--- config.mk ---
export PLATFORM = sky130hd
export DESIGN_NAME = servo_angle_ramp_to_pulse
export DESIGN_NICKNAME = d
export VERILOG_FILES = /design/src/design/sarp_pkg.sv /design/src/design/sarp_div.sv /design/src/design/servo_angle_ramp_to_pulse.sv
export SDC_FILE = /design/constraint.sdc
export NUM_CORES = 1
export LEC_CHECK = 0
export ABC_AREA = 1
export BUFFER_PORTS_ARGS = -buffer_cell sky130_fd_sc_hd__buf_2
export CORE_ASPECT_RATIO = 1.25
export CORE_MARGIN = 1.5
export CORE_UTILIZATION = 45
export CTS_CLUSTER_DIAMETER = 80
export DETAILED_ROUTE_END_ITERATION = 12
export HOLD_SLACK_MARGIN = 0.12
export PLACE_DENSITY = 0.58
export RECOVER_POWER = 100
export SETUP_SLACK_MARGIN = 0.05
export SYNTH_ARGS = -nofsm -noshare
export SYNTH_HDL_FRONTEND = slang
export SYNTH_SLANG_ARGS = --single-unit
--- constraint.sdc ---
create_clock -name clk -period 6.8 [get_ports clk]
set_input_delay 1.36 -clock clk [delete_from_list [all_inputs] [get_ports clk]]
set_output_delay 1.36 -clock clk [all_outputs]
set_load 0.01 [all_outputs]
--- src/design/sarp_pkg.sv ---
// ----------------------------------------------------------------------------
// sarp_pkg: shared types and constants for the servo angle ramp to pulse block
// Field widths, configuration register indexes, request modes, reset values,
// sequencer states and the divider request and response bundles.
// ----------------------------------------------------------------------------
package sarp_pkg;

  localparam int ANGLE_W     = 10;
  localparam int RAMP_W      = 11;
  localparam int PULSE_W     = 14;
  localparam int STEP_W      = 9;
  localparam int DELAY_W     = 16;
  localparam int SERVO_W     = 4;
  localparam int MODE_W      = 2;
  localparam int CFG_IDX_W   = 3;
  localparam int CFG_DATA_W  = 14;
  localparam int IN_TDATA_W  = 56;
  localparam int IN_TUSER_W  = 2;
  localparam int OUT_TDATA_W = 32;

  localparam int DIV_W     = 24;
  localparam int DVSR_W    = 10;
  localparam int DIV_CNT_W = 5;

  localparam logic [MODE_W-1:0] MODE_SET  = 2'd0;
  localparam logic [MODE_W-1:0] MODE_RAMP = 2'd1;
  localparam logic [MODE_W-1:0] MODE_TICK = 2'd2;

  localparam logic [CFG_IDX_W-1:0] REG_MIN_ANGLE  = 3'd0;
  localparam logic [CFG_IDX_W-1:0] REG_MAX_ANGLE  = 3'd1;
  localparam logic [CFG_IDX_W-1:0] REG_PULSE_LOW  = 3'd2;
  localparam logic [CFG_IDX_W-1:0] REG_PULSE_HIGH = 3'd3;
  localparam logic [CFG_IDX_W-1:0] REG_OWN_SERVO  = 3'd4;

  localparam logic [ANGLE_W-1:0] RST_MIN_ANGLE  = 10'd0;
  localparam logic [ANGLE_W-1:0] RST_MAX_ANGLE  = 10'd180;
  localparam logic [PULSE_W-1:0] RST_PULSE_LOW  = 14'd500;
  localparam logic [PULSE_W-1:0] RST_PULSE_HIGH = 14'd2500;

  typedef enum logic [2:0] {
    ST_IDLE,
    ST_DECODE,
    ST_MOD,
    ST_MAP,
    ST_MUL,
    ST_DIV,
    ST_OUT
  } state_t;

  typedef struct packed {
    logic              start;
    logic [DIV_W-1:0]  dividend;
    logic [DVSR_W-1:0] divisor;
  } div_req_t;

  typedef struct packed {
    logic              done;
    logic [DIV_W-1:0]  quotient;
    logic [DVSR_W-1:0] remainder;
  } div_rsp_t;

endpackage

--- src/design/sarp_div.sv ---
// ----------------------------------------------------------------------------
// sarp_div: shared restoring divider
// Unsigned division, one quotient bit per cycle; done pulses once when the
// quotient and remainder are ready and they hold until the next start.
// ----------------------------------------------------------------------------
module sarp_div (
  input  logic               clk,
  input  logic               rst,
  input  sarp_pkg::div_req_t req,
  output sarp_pkg::div_rsp_t rsp
);
  import sarp_pkg::*;

  logic                 run;
  logic                 done;
  logic [DIV_CNT_W-1:0] cnt;
  logic [DIV_W-1:0]     dvd;
  logic [DVSR_W-1:0]    rem;
  logic [DVSR_W-1:0]    dsr;
  logic [DVSR_W:0]      rem_sh;
  logic                 fits;

  assign rem_sh = {rem, dvd[DIV_W-1]};
  assign fits   = rem_sh >= {1'b0, dsr};

  always_ff @(posedge clk) begin
    if (rst) begin
      run  <= 1'b0;
      done <= 1'b0;
      cnt  <= '0;
    end else begin
      done <= 1'b0;
      if (req.start) begin
        run <= 1'b1;
        cnt <= '0;
      end else if (run) begin
        cnt <= cnt + 1'b1;
        if (cnt == DIV_CNT_W'(DIV_W - 1)) begin
          run  <= 1'b0;
          done <= 1'b1;
        end
      end
    end
  end

  always_ff @(posedge clk) begin
    if (req.start) begin
      dvd <= req.dividend;
      dsr <= req.divisor;
      rem <= '0;
    end else if (run) begin
      dvd <= {dvd[DIV_W-2:0], fits};
      rem <= fits ? DVSR_W'(rem_sh - {1'b0, dsr}) : rem_sh[DVSR_W-1:0];
    end
  end

  assign rsp.done      = done;
  assign rsp.quotient  = dvd;
  assign rsp.remainder = rem;

  a_done_idle: assert property (@(posedge clk) disable iff (rst) done |-> !run)
    else $error("divider done while still running");
  a_start_idle: assert property (@(posedge clk) disable iff (rst) req.start |-> !run)
    else $error("divider started while busy");
  a_rem_bound: assert property (@(posedge clk) disable iff (rst) done |-> rem < dsr)
    else $error("divider remainder not below divisor");

endmodule

--- src/design/servo_angle_ramp_to_pulse.sv ---
// ----------------------------------------------------------------------------
// servo_angle_ramp_to_pulse: servo PWM compare generator with stepped ramp
// Clamps an angle to the configured range, maps it onto a compare value and
// steps ramps on tick beats, one result beat per request beat.
//
//   port group   dir   beat content
//   s_*          in    request: tuser mode, tdata servo/angles/step/delay
//   m_*          out   result: compare, written flag, angle, busy flag
//   cfg_*        in    register write, index and data, no read-back
//
// Path: a set or a ramp step takes one divider pass for the map, a ramp
// start takes a modulo pass plus a map pass, and a beat that writes no
// compare value goes from decode straight to output; with an empty or
// inverted angle range the map pass is skipped.
// Reset: synchronous; registers return to their defaults, no ramp running.
// Stalls: s_tready is high only between requests; a finished result waits
// in the output register and the next request is taken while it waits.
// ----------------------------------------------------------------------------
module servo_angle_ramp_to_pulse (
  input  logic                                clk,
  input  logic                                rst,
  input  logic                                s_tvalid,
  output logic                                s_tready,
  // [3:0] servo_number, [13:4] dest_angle, [23:14] start_angle,
  // [32:24] step_size, [48:33] step_delay
  input  logic [sarp_pkg::IN_TDATA_W-1:0]     s_tdata,
  // [1:0] mode
  input  logic [sarp_pkg::IN_TUSER_W-1:0]     s_tuser,
  output logic                                m_tvalid,
  input  logic                                m_tready,
  // [13:0] pulse_compare, [14] compare_written, [24:15] commanded_angle,
  // [25] ramp_busy
  output logic [sarp_pkg::OUT_TDATA_W-1:0]    m_tdata,
  input  logic                                cfg_we,
  input  logic [sarp_pkg::CFG_IDX_W-1:0]      cfg_index,
  input  logic [sarp_pkg::CFG_DATA_W-1:0]     cfg_data
);
  import sarp_pkg::*;

  state_t state, state_next;

  // configuration
  logic signed [ANGLE_W-1:0] min_angle, max_angle;
  logic [PULSE_W-1:0]        pulse_low, pulse_high;
  logic [SERVO_W-1:0]        own_servo_number;

  // captured request
  logic [MODE_W-1:0]         in_mode;
  logic [SERVO_W-1:0]        in_servo;
  logic signed [ANGLE_W-1:0] in_tgt, in_start;
  logic [STEP_W-1:0]         in_step;
  logic [DELAY_W-1:0]        in_delay;

  // ramp state
  logic signed [RAMP_W-1:0]  ramp_angle, ramp_goal;
  logic [STEP_W-1:0]         ramp_step;
  logic                      ramp_down;
  logic [DELAY_W-1:0]        delay_reload, delay_left;
  logic                      busy_flag;
  logic [PULSE_W-1:0]        last_compare;
  logic                      written;

  // map operands
  logic [DVSR_W-1:0]         off_q, span_q;
  logic [PULSE_W-1:0]        mag_q;
  logic                      neg_q;

  div_req_t div_req;
  div_rsp_t div_rsp;

  function automatic logic signed [ANGLE_W-1:0] clamp_angle(
    input logic signed [RAMP_W-1:0]  a,
    input logic signed [ANGLE_W-1:0] lo,
    input logic signed [ANGLE_W-1:0] hi
  );
    logic signed [RAMP_W-1:0] r;
    r = a;
    if (r > RAMP_W'(hi)) r = RAMP_W'(hi);
    if (r < RAMP_W'(lo)) r = RAMP_W'(lo);
    return r[ANGLE_W-1:0];
  endfunction

  // decode terms
  logic                      mine;
  logic signed [RAMP_W-1:0]  diff;
  logic [ANGLE_W-1:0]        travel;
  logic                      no_move;
  logic [DELAY_W-1:0]        delay_dec;
  logic signed [RAMP_W:0]    ang12, goal12, n_up, n_dn;
  logic signed [RAMP_W-1:0]  next_angle;
  logic                      step_now;
  logic [ANGLE_W-1:0]        move;
  logic signed [RAMP_W-1:0]  start11;
  logic signed [ANGLE_W-1:0] cur_clamp;
  logic signed [RAMP_W-1:0]  off_full, span_full;
  logic signed [PULSE_W:0]   pdiff;
  logic                      range_ok;
  logic [DIV_W-1:0]          prod;
  logic [DIV_W-1:0]          q_signed;

  assign mine      = in_servo == own_servo_number;
  assign diff      = RAMP_W'(in_tgt) - RAMP_W'(in_start);
  assign travel    = diff[RAMP_W-1] ? ANGLE_W'(-diff) : diff[ANGLE_W-1:0];
  assign no_move   = (in_step == '0) || (travel < {1'b0, in_step});
  assign delay_dec = (delay_left != '0) ? delay_left - 1'b1 : '0;

  assign ang12      = (RAMP_W + 1)'(ramp_angle);
  assign goal12     = (RAMP_W + 1)'(ramp_goal);
  assign n_up       = ang12 + $signed({3'b000, ramp_step});
  assign n_dn       = ang12 - $signed({3'b000, ramp_step});
  assign next_angle = ramp_down ? ((n_dn < goal12) ? ramp_goal : n_dn[RAMP_W-1:0])
                                : ((n_up > goal12) ? ramp_goal : n_up[RAMP_W-1:0]);
  assign step_now   = busy_flag && (delay_dec == '0) && (ramp_angle != ramp_goal);

  assign move    = {1'b0, in_step} + {1'b0, div_rsp.remainder[STEP_W-1:0]};
  assign start11 = RAMP_W'(in_start);

  assign cur_clamp = clamp_angle(ramp_angle, min_angle, max_angle);
  assign off_full  = RAMP_W'(cur_clamp) - RAMP_W'(min_angle);
  assign span_full = RAMP_W'(max_angle) - RAMP_W'(min_angle);
  assign range_ok  = max_angle > min_angle;
  assign pdiff     = $signed({1'b0, pulse_high}) - $signed({1'b0, pulse_low});
  assign prod      = off_q * mag_q;
  assign q_signed  = neg_q ? -div_rsp.quotient : div_rsp.quotient;

  assign s_tready = state == ST_IDLE;

  sarp_div u_div (
    .clk (clk),
    .rst (rst),
    .req (div_req),
    .rsp (div_rsp)
  );

  always_ff @(posedge clk) begin
    if (rst) begin
      state <= ST_IDLE;
    end else begin
      state <= state_next;
    end
  end

  always_comb begin
    state_next       = state;
    div_req.start    = 1'b0;
    div_req.dividend = prod;
    div_req.divisor  = span_q;
    case (state)
      ST_IDLE: begin
        if (s_tvalid) state_next = ST_DECODE;
      end
      ST_DECODE: begin
        if (in_mode == MODE_SET && mine) begin
          state_next = ST_MAP;
        end else if (in_mode == MODE_RAMP && mine) begin
          if (no_move) begin
            state_next = ST_OUT;
          end else begin
            div_req.start    = 1'b1;
            div_req.dividend = DIV_W'(travel);
            div_req.divisor  = DVSR_W'(in_step);
            state_next       = ST_MOD;
          end
        end else if (in_mode == MODE_TICK && step_now) begin
          state_next = ST_MAP;
        end else begin
          state_next = ST_OUT;
        end
      end
      ST_MOD: begin
        if (div_rsp.done) state_next = ST_MAP;
      end
      ST_MAP: begin
        state_next = range_ok ? ST_MUL : ST_OUT;
      end
      ST_MUL: begin
        div_req.start = 1'b1;
        state_next    = ST_DIV;
      end
      ST_DIV: begin
        if (div_rsp.done) state_next = ST_OUT;
      end
      ST_OUT: begin
        if (!m_tvalid || m_tready) state_next = ST_IDLE;
      end
      default: state_next = ST_IDLE;
    endcase
  end

  // configuration writes
  always_ff @(posedge clk) begin
    if (rst) begin
      min_angle        <= RST_MIN_ANGLE;
      max_angle        <= RST_MAX_ANGLE;
      pulse_low        <= RST_PULSE_LOW;
      pulse_high       <= RST_PULSE_HIGH;
      own_servo_number <= '0;
    end else if (cfg_we) begin
      case (cfg_index)
        REG_MIN_ANGLE:  min_angle        <= cfg_data[ANGLE_W-1:0];
        REG_MAX_ANGLE:  max_angle        <= cfg_data[ANGLE_W-1:0];
        REG_PULSE_LOW:  pulse_low        <= cfg_data[PULSE_W-1:0];
        REG_PULSE_HIGH: pulse_high       <= cfg_data[PULSE_W-1:0];
        REG_OWN_SERVO:  own_servo_number <= cfg_data[SERVO_W-1:0];
        default: ;
      endcase
    end
  end

  // request capture and map operands
  always_ff @(posedge clk) begin
    if (state == ST_IDLE && s_tvalid) begin
      in_mode  <= s_tuser[1:0];
      in_servo <= s_tdata[3:0];
      in_tgt   <= s_tdata[13:4];
      in_start <= s_tdata[23:14];
      in_step  <= s_tdata[32:24];
      in_delay <= s_tdata[48:33];
    end
    if (state == ST_MAP) begin
      off_q  <= off_full[DVSR_W-1:0];
      span_q <= span_full[DVSR_W-1:0];
      neg_q  <= pdiff[PULSE_W];
      mag_q  <= pdiff[PULSE_W] ? PULSE_W'(-pdiff) : pdiff[PULSE_W-1:0];
    end
  end

  // ramp state and result
  always_ff @(posedge clk) begin
    if (rst) begin
      ramp_angle   <= '0;
      ramp_goal    <= '0;
      ramp_step    <= '0;
      ramp_down    <= 1'b0;
      delay_reload <= '0;
      delay_left   <= '0;
      busy_flag    <= 1'b0;
      last_compare <= RST_PULSE_LOW;
      written      <= 1'b0;
      m_tvalid     <= 1'b0;
      m_tdata      <= '0;
    end else begin
      if (state == ST_OUT && (!m_tvalid || m_tready)) begin
        m_tvalid <= 1'b1;
      end else if (m_tready) begin
        m_tvalid <= 1'b0;
      end
      case (state)
        ST_DECODE: begin
          written <= (in_mode == MODE_SET && mine) || (in_mode == MODE_TICK && step_now);
          if (in_mode == MODE_SET && mine) begin
            busy_flag  <= 1'b0;
            delay_left <= '0;
            ramp_angle <= RAMP_W'(clamp_angle(RAMP_W'(in_tgt), min_angle, max_angle));
          end else if (in_mode == MODE_RAMP && mine) begin
            if (no_move) begin
              busy_flag  <= 1'b0;
              delay_left <= '0;
            end
          end else if (in_mode == MODE_TICK && busy_flag) begin
            if (delay_dec != '0) begin
              delay_left <= delay_dec;
            end else if (ramp_angle == ramp_goal) begin
              delay_left <= '0;
              busy_flag  <= 1'b0;
            end else begin
              ramp_angle <= next_angle;
              delay_left <= delay_reload;
            end
          end
        end
        ST_MOD: begin
          if (div_rsp.done) begin
            ramp_down    <= diff[RAMP_W-1];
            ramp_goal    <= RAMP_W'(in_tgt);
            ramp_step    <= in_step;
            delay_reload <= in_delay;
            delay_left   <= in_delay;
            busy_flag    <= 1'b1;
            written      <= 1'b1;
            ramp_angle   <= diff[RAMP_W-1] ? start11 - $signed({1'b0, move})
                                           : start11 + $signed({1'b0, move});
          end
        end
        ST_MAP: begin
          if (!range_ok) last_compare <= pulse_low;
        end
        ST_DIV: begin
          if (div_rsp.done) last_compare <= pulse_low + q_signed[PULSE_W-1:0];
        end
        ST_OUT: begin
          if (!m_tvalid || m_tready) begin
            m_tdata <= {6'd0, busy_flag, cur_clamp, written, last_compare};
          end
        end
        default: ;
      endcase
    end
  end

  a_busy_step: assert property (@(posedge clk) disable iff (rst)
    busy_flag |-> ramp_step != '0)
    else $error("ramp running with zero step");
  a_div_state: assert property (@(posedge clk) disable iff (rst)
    div_rsp.done |-> (state == ST_MOD || state == ST_DIV))
    else $error("divider result arrived outside a wait state");
  a_accept_decode: assert property (@(posedge clk) disable iff (rst)
    (s_tvalid && s_tready) |=> state == ST_DECODE)
    else $error("accepted beat not decoded");
  a_map_range: assert property (@(posedge clk) disable iff (rst)
    state == ST_MUL |-> span_q != '0)
    else $error("map started with empty angle span");

endmodule

==> results of run 1 <==
-- critical path, stage by stage, from the launching register on --
cell and delay, ps:
edfxtp_1 420, inv_1 160, ha_1 160, inv_1 60
fa_1 410, nand3_1 90, nand2_1 90, a21oi_1 200
o21ai_0 180, nand3_1 100, nand2_1 50, nand2_1 380
inv_1 260, nor2_1 170, xor2_1 300, inv_1 80
ha_1 300, nand4_1 100, o221ai_1 200, nand3_1 100
nand2_1 70, a21oi_1 50, nand3_1 160, nand4_4 390
nand2_1 220, inv_1 300, nand2_1 140, clkbuf_2 520
-- flip-flops by register name, indices dropped and copies added (netlist names), 5 cells and up --
name,flops
in_step,9
ramp_goal,10
u_div.dsr,10
delay_reload,16
max_angle,10
off_q,10
u_div.rem,10
in_start,10
m_tdata,26
u_div.dvd,24
min_angle,10
last_compare,14
pulse_high,14
span_q,10
u_div.cnt,5
delay_left,16
ramp_angle,11
in_delay,16
ramp_step,9
in_tgt,10
pulse_low,14
mag_q,14
-- placed cells by master (no fill, tap or decap), drive strengths merged, types with 39 or more instances in the layout --
master and n:
nor2 254, clkbuf 96, o211ai 41, ha 239, fa 104, dfxtp 178, xor2 102, xnor2 42
nand2 718, inv 526, o21ai 265, nor3 39, edfxtp 120, a21oi 286, nand3 135, buf 82
-- per-layer routing --
layer / track usage [%] / wire length, um / vias up
li1: - / - / 10754
met1: 29.8 / 28700 / 10165
met2: 47.3 / 36300 / 431
met3: 3.00 / 2410 / 157
met4: 12.1 / 3490 / 0
met5: 0 / 0 / -
-- logic make-up after synthesis --
| group | share of synthesized area [%] |
|---|---|
| and+or+nand+nor | 20.3 |
| muxes | 0.0408 |
| other | 0.0153 |
| adders and majority gates | 20.7 |
| DFF | 29.2 |
| xor gates and xnor gates | 5.15 |
| buffers and inverters | 10.0 |
| AOI/OAI and AO/OA | 14.5 |
-- how the worst max path moves through the flow --
stage / from / end / cells past startpoint
final: in_tgt[0]$_DFFE_PP_ / u_div.dvd[8]$_DFFE_PP_ / 27
after global routing: in_tgt[0]$_DFFE_PP_ / delay_left[0]$_SDFFE_PP0P_ / 27
after CTS: mag_q[6]$_DFFE_PN_ / u_div.dvd[19]$_DFFE_PP_ / 23
after detailed placement: max_angle[9]$_SDFFE_PP0P_ / off_q[9]$_DFFE_PN_ / 37
after global placement: mag_q[5]$_DFFE_PN_ / u_div.dvd[19]$_DFFE_PP_ / 23
after floorplan: off_q[1]$_DFFE_PN_ / u_div.dvd[19]$_DFFE_PP_ / 24
-- final cells by class --
class | count | area (um^2)
fillers | 5427 | 27200
multi-input cells | 2346 | 14900
flip-flops and latches | 298 | 7170
inverters | 528 | 1990
clock buffers | 56 | 1040
well taps | 727 | 910
repair buffers | 122 | 597
clock inverters | 8 | 90.1
diodes | 1 | 2.50
-- timing repair --
item | CTS | global route
setup buffers | 0 | 0
endpoints found under the setup margin | 0 | 2
hold endpoints to repair | 0 | 0
gates resized for setup | 0 | 1
-- where the power goes --
group	total, mW	leakage (nW)	internal [mW]	switching (mW)
logic	10.3	9.94	3.76	6.54
clock network	1.88	0.549	1.10	0.784
registers	2.69	2.56	2.32	0.370
total	14.9	13.0	7.17	7.69
-- through the flow --
step	std cells	worst slack, ps	hold WS (ps)	utilization [%]
final	4086	739	444	49.5
after global routing	4085	85.8	464	49.5
after CTS	4085	713	451	49.7
after detailed placement	4021	757	442	47.6
after global placement	4021	781	436	47.6
after floorplan	3280	1300	424	-
==> results.tsv, run 1 <==
stage	metric	value	unit
clock_tree	h-tree-depth	2	
clock_tree	path_clk_slew	60	ps
worst_setup_path	rr_worst_depth	27	
synthesis	avgSynthCellArea	7.48	um^2
synthesis	synth.largest_area_cell	edfxtp_1	
synthesis	synthTopCellsByArea	edfxtp_1 15%, dfxtp_1 15%, ha_1 12%	
cells_and_area	area_delta_synth_final	8.75	%
die	die_w	212	um
synthesis	syn_inst	3275	
sta	tns	0	ps
sta	relSlewSlack	-112	%
place	io_buffers	100	
sta	hold_viol	0	
global_route	grt_pass1_wl	114000	um
worst_hold_path	min_path_type	reg -> reg	
die	die-area	55900	um^2
die	fp.coreArea	53800	um^2
worst_hold_path	hold_end	delay_reload[5]$_SDFFE_PP0P_	
clock_tree	cts_hold_buf	0	
synthesis	synth_common_cells	707 x nand2_1, 517 x inv_1, 283 x a21oi_1, 246 x nor2_1, 241 x o21ai_0	
power	report.power.total	14.9	mW
die	rows	95	
synthesis	async_flop_share	0	%
clock_tree	cts_root_buf	clkbuf_16	
worst_hold_path	hold_start	delay_reload[5]$_SDFFE_PP0P_	
place	placed_cell_area	25600	um^2
sta	period_needed	6060	ps
cells_and_area	design_area	26700	um^2
global_route	grt_pass1_vias	21653	
sta	rsz0062_at_grt	false	
sta	setup_viol	0	
worst_setup_path	cp.required	6960	ps
worst_setup_path	setup.worst_path.start_class	register	
worst_setup_path	crit_type	reg -> reg	
place	place_congestion	0.920	
global_route	antenna_found_initial	0	
status	violations	max-capacitance violations, max-slew violations	
sta	min_period_over_period	89.1	%
global_route	grt_overflow_total	0	
synthesis	ys_seq_area_share	29.2	%
synthesis	ys_types	57	
detailed_routing	vias	21507	
worst_setup_path	timing.rr.end	u_div.dvd[8]$_DFFE_PP_	
die	die_h	264	um
sta	worst_pin_slew	3180	ps
worst_setup_path	endpoint_kind	register	
detailed_routing	post-route-drc-count	0	
synthesis	yosysWarnings	0	
power	power.density	558	nW/um^2
clock_tree	max-clock-path-buffers	3	
synthesis	ys.flop_type	dfxtp_1	
global_route	track_usage	25.8	%
cells_and_area	layout-drive-gt1-share	5.00	%
detailed_routing	detail_route.wl_per_cell	17.4	um
die	num_io_pins	114	
die	initial_core_util	45.5	%
synthesis	synth_area	24500	um^2
synthesis	synth_top_area_share	14.7	%
run	drv_cap	5	
sta	slew_viol_final	258	
synthesis	synth_edf_count	120	
power	vdd_drop_max	0.000475	V
detailed_routing	vias_per_cell	5.26	
clock_tree	clock_latency	550	ps
worst_setup_path	crit_path_max_fanout	26	
power	p_leak	13.0	nW
clock_tree	cts_sinks	298	
worst_hold_path	hold_depth	2	
cells_and_area	nets	3755	
detailed_routing	ant_nets	0	
detailed_routing	drtIter0Drc	1331	
status	status	finished, violations left	
clock_tree	numCtsBuffers	36	
worst_setup_path	critPathArrivalTime	6220	ps
clock_tree	tritoncts	yes	
synthesis	synth_seq_cells	298	
sta	clock_skew	34.7	ps
detailed_routing	wl	71000	um
detailed_routing	drt-pass1-iter-count	6	
worst_setup_path	r2r_slack	740	ps
global_route	grt_max_degree	91	
synthesis	synth_most_common_cell	nand2_1	
place	place_hpwl	56300	um
worst_setup_path	rr_startpoint	in_tgt[0]$_DFFE_PP_	
sta	max_freq	0.165	GHz
No activity file was read; power rests on OpenSTA's default activity.
==> run 2, diff against run 1 <==
--- a/config.mk
+++ b/config.mk
@@ -10,6 +10,7 @@
 export CORE_ASPECT_RATIO = 1.25
 export CORE_MARGIN = 1.5
 export CORE_UTILIZATION = 45
+export CTS_BUF_LIST = sky130_fd_sc_hd__clkbuf_8
 export CTS_CLUSTER_DIAMETER = 80
 export DETAILED_ROUTE_END_ITERATION = 12
 export HOLD_SLACK_MARGIN = 0.12
==> run 2 against run 1 <==
The flow still finishes with violations (max-capacitance violations, max-slew violations); critical endpoint is now u_div.dvd[12]$_DFFE_PP_; sequential power barely moved; non-clock buffer count unchanged; largest power group unchanged; register-to-register slack lost 20 ps.
==> results.tsv, run 2 (synthesis results as in run 1) <==
stage	metric	value	unit	change
sta	finalWorstSetupSlack	718	ps	-20.7 ps
place	dp.cells	4021		unchanged
sta	period_needed	6080	ps	+20.7 ps
worst_setup_path	endpoint_kind	register		
cells_and_area	layout-drive-gt1-share	5.66	%	+0.66 points
status	status	finished, violations left		
power	p_seq_share	18.3	%	+0.2 points
power	p_int	6.97	mW	-2.8%
power	power_switching	7.70	mW	+0.11%
worst_setup_path	crit_path_max_fanout	26		unchanged
detailed_routing	drt-pass1-iter-count	6		unchanged
sta	rsz0062_at_grt	false		
detailed_routing	ant_nets	0		unchanged
cells_and_area	mostFrequentLayoutCell	nand2_1		
cells_and_area	nFillCells	5476		+0.90%
detailed_routing	vias_per_cell	5.28		+0.25%
power	report.power.total	14.7	mW	-1.3%
sta	slew_viol_final	258		unchanged
worst_setup_path	crit_type	reg -> reg		
die	num_io_pins	114		unchanged
clock_tree	cts_sinks	298		unchanged
clock_tree	max-clock-path-buffers	3		unchanged
global_route	track_usage	26.0	%	+0.13 points
sta	relSlewSlack	-111	%	+1.6 points
clock_tree	clock_latency	670	ps	+120 ps
power	combPwrFrac	70.0	%	+0.7 points
sta	hold_slack	448	ps	+3.36 ps
cells_and_area	largestRegisters	m_tdata (26), u_div.dvd (24)		
die	die_w	212	um	unchanged
clock_tree	cts_setup_buffers	0		unchanged
die	die-area	55900	um^2	unchanged
global_route	grt_pass1_wl	115000	um	+0.38%
detailed_routing	drtIter0Drc	1401		+5.3%
power	vdd_drop_max	0.000468	V	-1.4%
sta	tns	0	ps	unchanged
clock_tree	cts_root_buf	clkbuf_8		
worst_setup_path	cp.required	7040	ps	+80 ps
sta	worst_pin_slew	3160	ps	-24.7 ps
power	power.density	552	nW/um^2	-1.0%
cells_and_area	seq_area	7170	um^2	unchanged
global_route	antenna_found_initial	1		+1
detailed_routing	post-route-drc-count	0		unchanged
sta	setup_viol	0		unchanged
detailed_routing	detail_route.wl_per_cell	17.3	um	about the same
place	io_buffers	100		unchanged
clock_tree	path_clk_slew	70	ps	about the same
detailed_routing	wl	71500	um	+0.74%
sta	clock_skew	59.7	ps	+25.0 ps
global_route	grt_pass1_vias	21822		+0.78%
die	initial_core_util	45.5	%	unchanged
worst_setup_path	critPathArrivalTime	6320	ps	+100 ps
cells_and_area	regMostFlops	m_tdata		
place	place_hpwl	56300	um	unchanged
clock_tree	tritoncts	yes		
sta	min_period_over_period	89.4	%	+0.30 points
power	pwr-share-clk	11.6	%	-1.0 points
worst_hold_path	min_path_type	reg -> reg		
cells_and_area	fin_cells	4120		+0.83%
clock_tree	numCtsBuffers	52		+44%
sta	hold_viol	0		unchanged
worst_setup_path	setup.worst_path.start_class	register		
detailed_routing	vias	21741		+1.1%
place	place_congestion	0.920		unchanged
status	violations	max-capacitance violations, max-slew violations		
global_route	grt_max_degree	91		unchanged
place	pre_cts_slack	757	ps	unchanged
cells_and_area	largest_reg_flops	26		unchanged
global_route	grt_overflow_total	0		unchanged
die	fp.coreArea	53800	um^2	unchanged
cells_and_area	multiInputGateArea	14900	um^2	unchanged
power	p_leak	13.1	nW	+0.67%
die	rows	95		unchanged
die	die_h	264	um	unchanged
sta	max_freq	0.164	GHz	-0.34%
clock_tree	cts_hold_buf	0		unchanged
clock_tree	h-tree-depth	2		unchanged
cells_and_area	layout_common_cells	710 x nand2_1, 541 x inv_1, 285 x a21oi_1		
power	swShare	52.5	%	+0.74 points
cells_and_area	area_delta_synth_final	8.47	%	
run	drv_cap	5		unchanged
cells_and_area	nets	3771		+0.43%
[run 2: cell types whose count changed in the layout (fill, tap and decap cells not counted), moves of 2 or more]
| cell | change |
|---|---|
| inv_1 | +23 |
| clkinv_1 | +2 |
| clkbuf_1 | -16 |
| clkbuf_8 | +57 |
| clkinv_2 | +4 |
| clkbuf_16 | -37 |
[run 2: repair_timing]
| item | in CTS | in global routing |
|---|---|---|
| hold endpoints to repair | 0 | 0 |
| resized for setup | 0 | 1 |
| setup endpoints to repair | 0 | 2 |
[run 2: worst paths after layout]
path	from	endpoint	slack (ps)	cells after the start
max	in_tgt[0]$_DFFE_PP_	u_div.dvd[12]$_DFFE_PP_	720	27
min	delay_reload[10]$_SDFFE_PP0P_	delay_reload[10]$_SDFFE_PP0P_	450	2
min reg2reg	delay_reload[10]$_SDFFE_PP0P_	delay_reload[10]$_SDFFE_PP0P_	450	2
max reg2reg	in_tgt[0]$_DFFE_PP_	u_div.dvd[12]$_DFFE_PP_	720	27
[run 2: worst max-delay path: stages, from the launching register on]
cell and delay, ps:
edfxtp_1 420, inv_1 160, ha_1 160, inv_1 60, fa_1 410, nand3_1 90, nand2_1 90, a21oi_1 200
o21ai_0 170, nand3_1 100, nand2_1 50, nand2_1 380, inv_1 260, nor2_1 170, xor2_1 290, inv_1 80
ha_1 300, nand4_1 90, o221ai_1 190, nand3_1 110, nand2_1 70, a21oi_1 50, nand3_1 160, nand4_4 400
nand2_1 220, inv_1 300, nand2_1 140, clkbuf_2 530
[run 2: stage by stage]
stage	instance area [um^2]	utilization (%)
after global placement	25600	47.6
final	26600	49.4
after CTS	26700	49.6
after global routing	26600	49.4
after detailed placement	25600	47.6
after floorplan	24500	-
[run 2: layer usage]
| metal | up-vias | part of all wire, % | global-route usage (%) |
|---|---|---|---|
| li1 | 10804 | - | - |
| met1 | 10288 | 40 | 29.8 |
| met2 | 480 | 51 | 47.4 |
| met3 | 169 | 3.9 | 3.23 |
| met4 | 0 | 4.8 | 12.3 |
| met5 | - | 0 | 0 |
[run 2: layout make-up]
| cell class | count | share of cell area (%) |
|---|---|---|
| timing repair buffer | 122 | 2.25 |
| inverter | 528 | 7.47 |
| tap | 727 | 3.42 |
| clock inverter | 36 | 0.814 |
| antenna | 2 | 0.0188 |
| sequential | 298 | 27.0 |
| multi-input combinational | 2346 | 55.9 |
| clock buffer | 61 | 3.16 |
[run 2: power groups by stage]
stage                     Combinational (mW)  Sequential (mW)  Clock, mW
after floorplan                         8.08             2.52          0
after global placement                  10.2             2.71          0
after global routing                    11.9             2.74       1.81
final                                   10.3             2.69       1.71
after detailed placement                10.3             2.72          0
after CTS                               10.4             2.68       1.75
==> run 3, diff against run 2 <==
==> constraint.sdc (replaced) <==
create_clock -name clk -period 6.8 [get_ports clk]
set_input_delay 0.34 -clock clk [delete_from_list [all_inputs] [get_ports clk]]
set_output_delay 0.34 -clock clk [all_outputs]
set_load 0.01 [all_outputs]
==> run 3 against run 2 <==
The flow still finishes with violations (max-capacitance violations, max-slew violations); via count increased by 0.53%; fmax increased by 0.29%; die area unchanged; worst hold slack got worse by 220 ps; critical endpoint is now u_div.dvd[5]$_DFFE_PP_; largest power group unchanged.
==> results.tsv, run 3 (synthesis results as in run 1) <==
stage	metric	value	unit	change
sta	rsz0062_at_grt	false		
clock_tree	clock_latency	670	ps	about the same
clock_tree	cts_sinks	298		unchanged
global_route	grt_max_degree	76		-16%
detailed_routing	ant_nets	0		unchanged
detailed_routing	vias_per_cell	5.22		-1.0%
sta	slew_viol_final	201		-22%
cells_and_area	layout-drive-gt1-share	5.29	%	-0.37 points
worst_setup_path	crit_path_max_fanout	29		+12%
worst_setup_path	cp.required	7170	ps	+130 ps
cells_and_area	layout_common_cells	710 x nand2_1, 542 x inv_1, 285 x a21oi_1		
worst_setup_path	critPathMaxStageDelay	1040	ps	+510 ps
cells_and_area	multiInputGateArea	14800	um^2	-0.10%
sta	min_period_over_period	89.2	%	-0.26 points
clock_tree	numCtsBuffers	51		-1.9%
sta	tns	0	ps	unchanged
global_route	track_usage	25.9	%	-0.076 points
status	status	finished, violations left		
cells_and_area	design_area	27200	um^2	+2.2%
worst_setup_path	setup.worst_path.start_class	register		
global_route	grt_pass1_vias	21716		-0.49%
die	num_io_pins	114		unchanged
detailed_routing	drt-pass1-iter-count	6		unchanged
worst_hold_path	hold_depth	5		+3
worst_setup_path	crit_type	reg -> reg		
sta	period_needed	6060	ps	-17.7 ps
global_route	grt_pass1_wl	114000	um	-0.48%
worst_setup_path	endpoint_kind	register		
die	die-area	55900	um^2	unchanged
cells_and_area	seq_area	7170	um^2	unchanged
detailed_routing	wl	71700	um	+0.35%
worst_setup_path	crit_top_cell	nand2_1		
clock_tree	cts_root_buf	clkbuf_8		
worst_setup_path	cpMaxStageDelayCell	clkbuf_1		
place	io_buffers	100		unchanged
cells_and_area	mostFrequentLayoutCell	nand2_1		
die	rows	95		unchanged
power	vdd_drop_max	0.000439	V	-6.3%
global_route	grt_overflow_total	0		unchanged
cells_and_area	nets	3840		+1.8%
die	initial_core_util	45.5	%	unchanged
cells_and_area	area_delta_synth_final	10.9	%	
place	place_congestion	0.926		+0.64%
die	die_w	212	um	unchanged
cells_and_area	nFillCells	5347		-2.4%
sta	clock_skew	72.5	ps	+12.8 ps
place	place_hpwl	56100	um	-0.39%
die	fp.coreArea	53800	um^2	unchanged
global_route	antenna_found_initial	1		unchanged
detailed_routing	detail_route.wl_per_cell	17.1	um	-1.2%
power	p_leak	13.4	nW	+1.8%
clock_tree	path_clk_slew	60	ps	about the same
detailed_routing	vias	21857		+0.53%
power	power.density	539	nW/um^2	-2.3%
worst_setup_path	critPathArrivalTime	6430	ps	+110 ps
place	placed_cell_area	25600	um^2	unchanged
cells_and_area	largest_reg_flops	26		unchanged
sta	worst_pin_slew	3020	ps	-136 ps
detailed_routing	drtIter0Drc	1273		-9.1%
sta	max_freq	0.165	GHz	+0.29%
run	drv_cap	4		-1
clock_tree	cts_setup_buffers	0		unchanged
sta	hold_viol	0		unchanged
sta	setup_viol	0		unchanged
status	violations	max-capacitance violations, max-slew violations		
clock_tree	tritoncts	yes		
detailed_routing	post-route-drc-count	0		unchanged
cells_and_area	largestRegisters	m_tdata (26), u_div.dvd (24)		
die	die_h	264	um	unchanged
sta	relSlewSlack	-102	%	+9.0 points
clock_tree	max-clock-path-buffers	3		unchanged
worst_setup_path	rr_worst_depth	28		+3.7%
worst_hold_path	min_path_type	in -> reg		
cells_and_area	regMostFlops	m_tdata		
clock_tree	h-tree-depth	2		unchanged
## run 3: cell types whose count changed in the layout (fill, tap and decap cells not counted), moves of 2 or more
cell	previous run	this run
o21ai_0	247	253
o21ai_1	18	12
clkinv_1	6	8
dlygate4sd3_1	0	70
clkbuf_1	36	38
clkbuf_8	61	58
buf_2	70	68
bufinv_16	2	0
clkinv_2	7	5
## run 3: area by class of cell
type / instances / share of cell area, %
diodes: 1 / 0.00921
clock buffers: 58 / 2.94
clock inverters: 35 / 0.580
inverters: 528 / 7.31
multi-input cells: 2346 / 54.7
flip-flops and latches: 298 / 26.4
well taps: 727 / 3.35
repair buffers: 192 / 4.78
## run 3: layer usage
layer | wire, um | part of all wire [%] | track usage, %
met3 | 2680 | 3.7 | 2.86
met2 | 36600 | 51 | 47.4
met4 | 4080 | 5.7 | 13.5
met1 | 28400 | 40 | 29.4
met5 | 0 | 0 | 0
## run 3: critical path, delay by kind of cell (launching register included)
family,cells,cell delay (ps)
AOI/OAI and AO/OA,5,850
adders and majority gates,3,870
DFF,1,440
buffers and inverters,6,1650
and+or+nand+nor,13,1690
xor gates and xnor gates,1,300
## run 3: power by group
part	internal, mW	total (mW)	switching (mW)
registers	2.32	2.68	0.363
clock network	0.780	1.56	0.781
logic	3.81	10.4	6.60
total	6.90	14.6	7.74
## run 3: what timing repair did
item | in CTS | in global routing
setup endpoints to repair | 0 | 2
resized for setup | 0 | 1
hold endpoints to repair | 97 | 0
hold buffers | 70 | 0
## run 3: per-stage QoR
stage | util, % | setup WS, ps | power (mW) | hold WS (ps) | std cells
after global routing | 50.5 | 82.8 | 16.4 | 276 | 4185
after floorplan | - | 1300 | 10.6 | 424 | 3280
after global placement | 47.6 | 866 | 12.9 | 437 | 4021
final | 50.5 | 736 | 14.6 | 230 | 4185
after CTS | 50.7 | 686 | 14.8 | 202 | 4184
after detailed placement | 47.6 | 739 | 13.1 | 443 | 4021
## run 3: worst paths after layout
path,start,slack [ps],to
min,s_tvalid,230,state[2]$_SDFFE_PP0P_
max,in_tgt[0]$_DFFE_PP_,740,u_div.dvd[5]$_DFFE_PP_
max reg2reg,in_tgt[0]$_DFFE_PP_,740,u_div.dvd[5]$_DFFE_PP_
min reg2reg,delay_reload[10]$_SDFFE_PP0P_,450,delay_reload[10]$_SDFFE_PP0P_
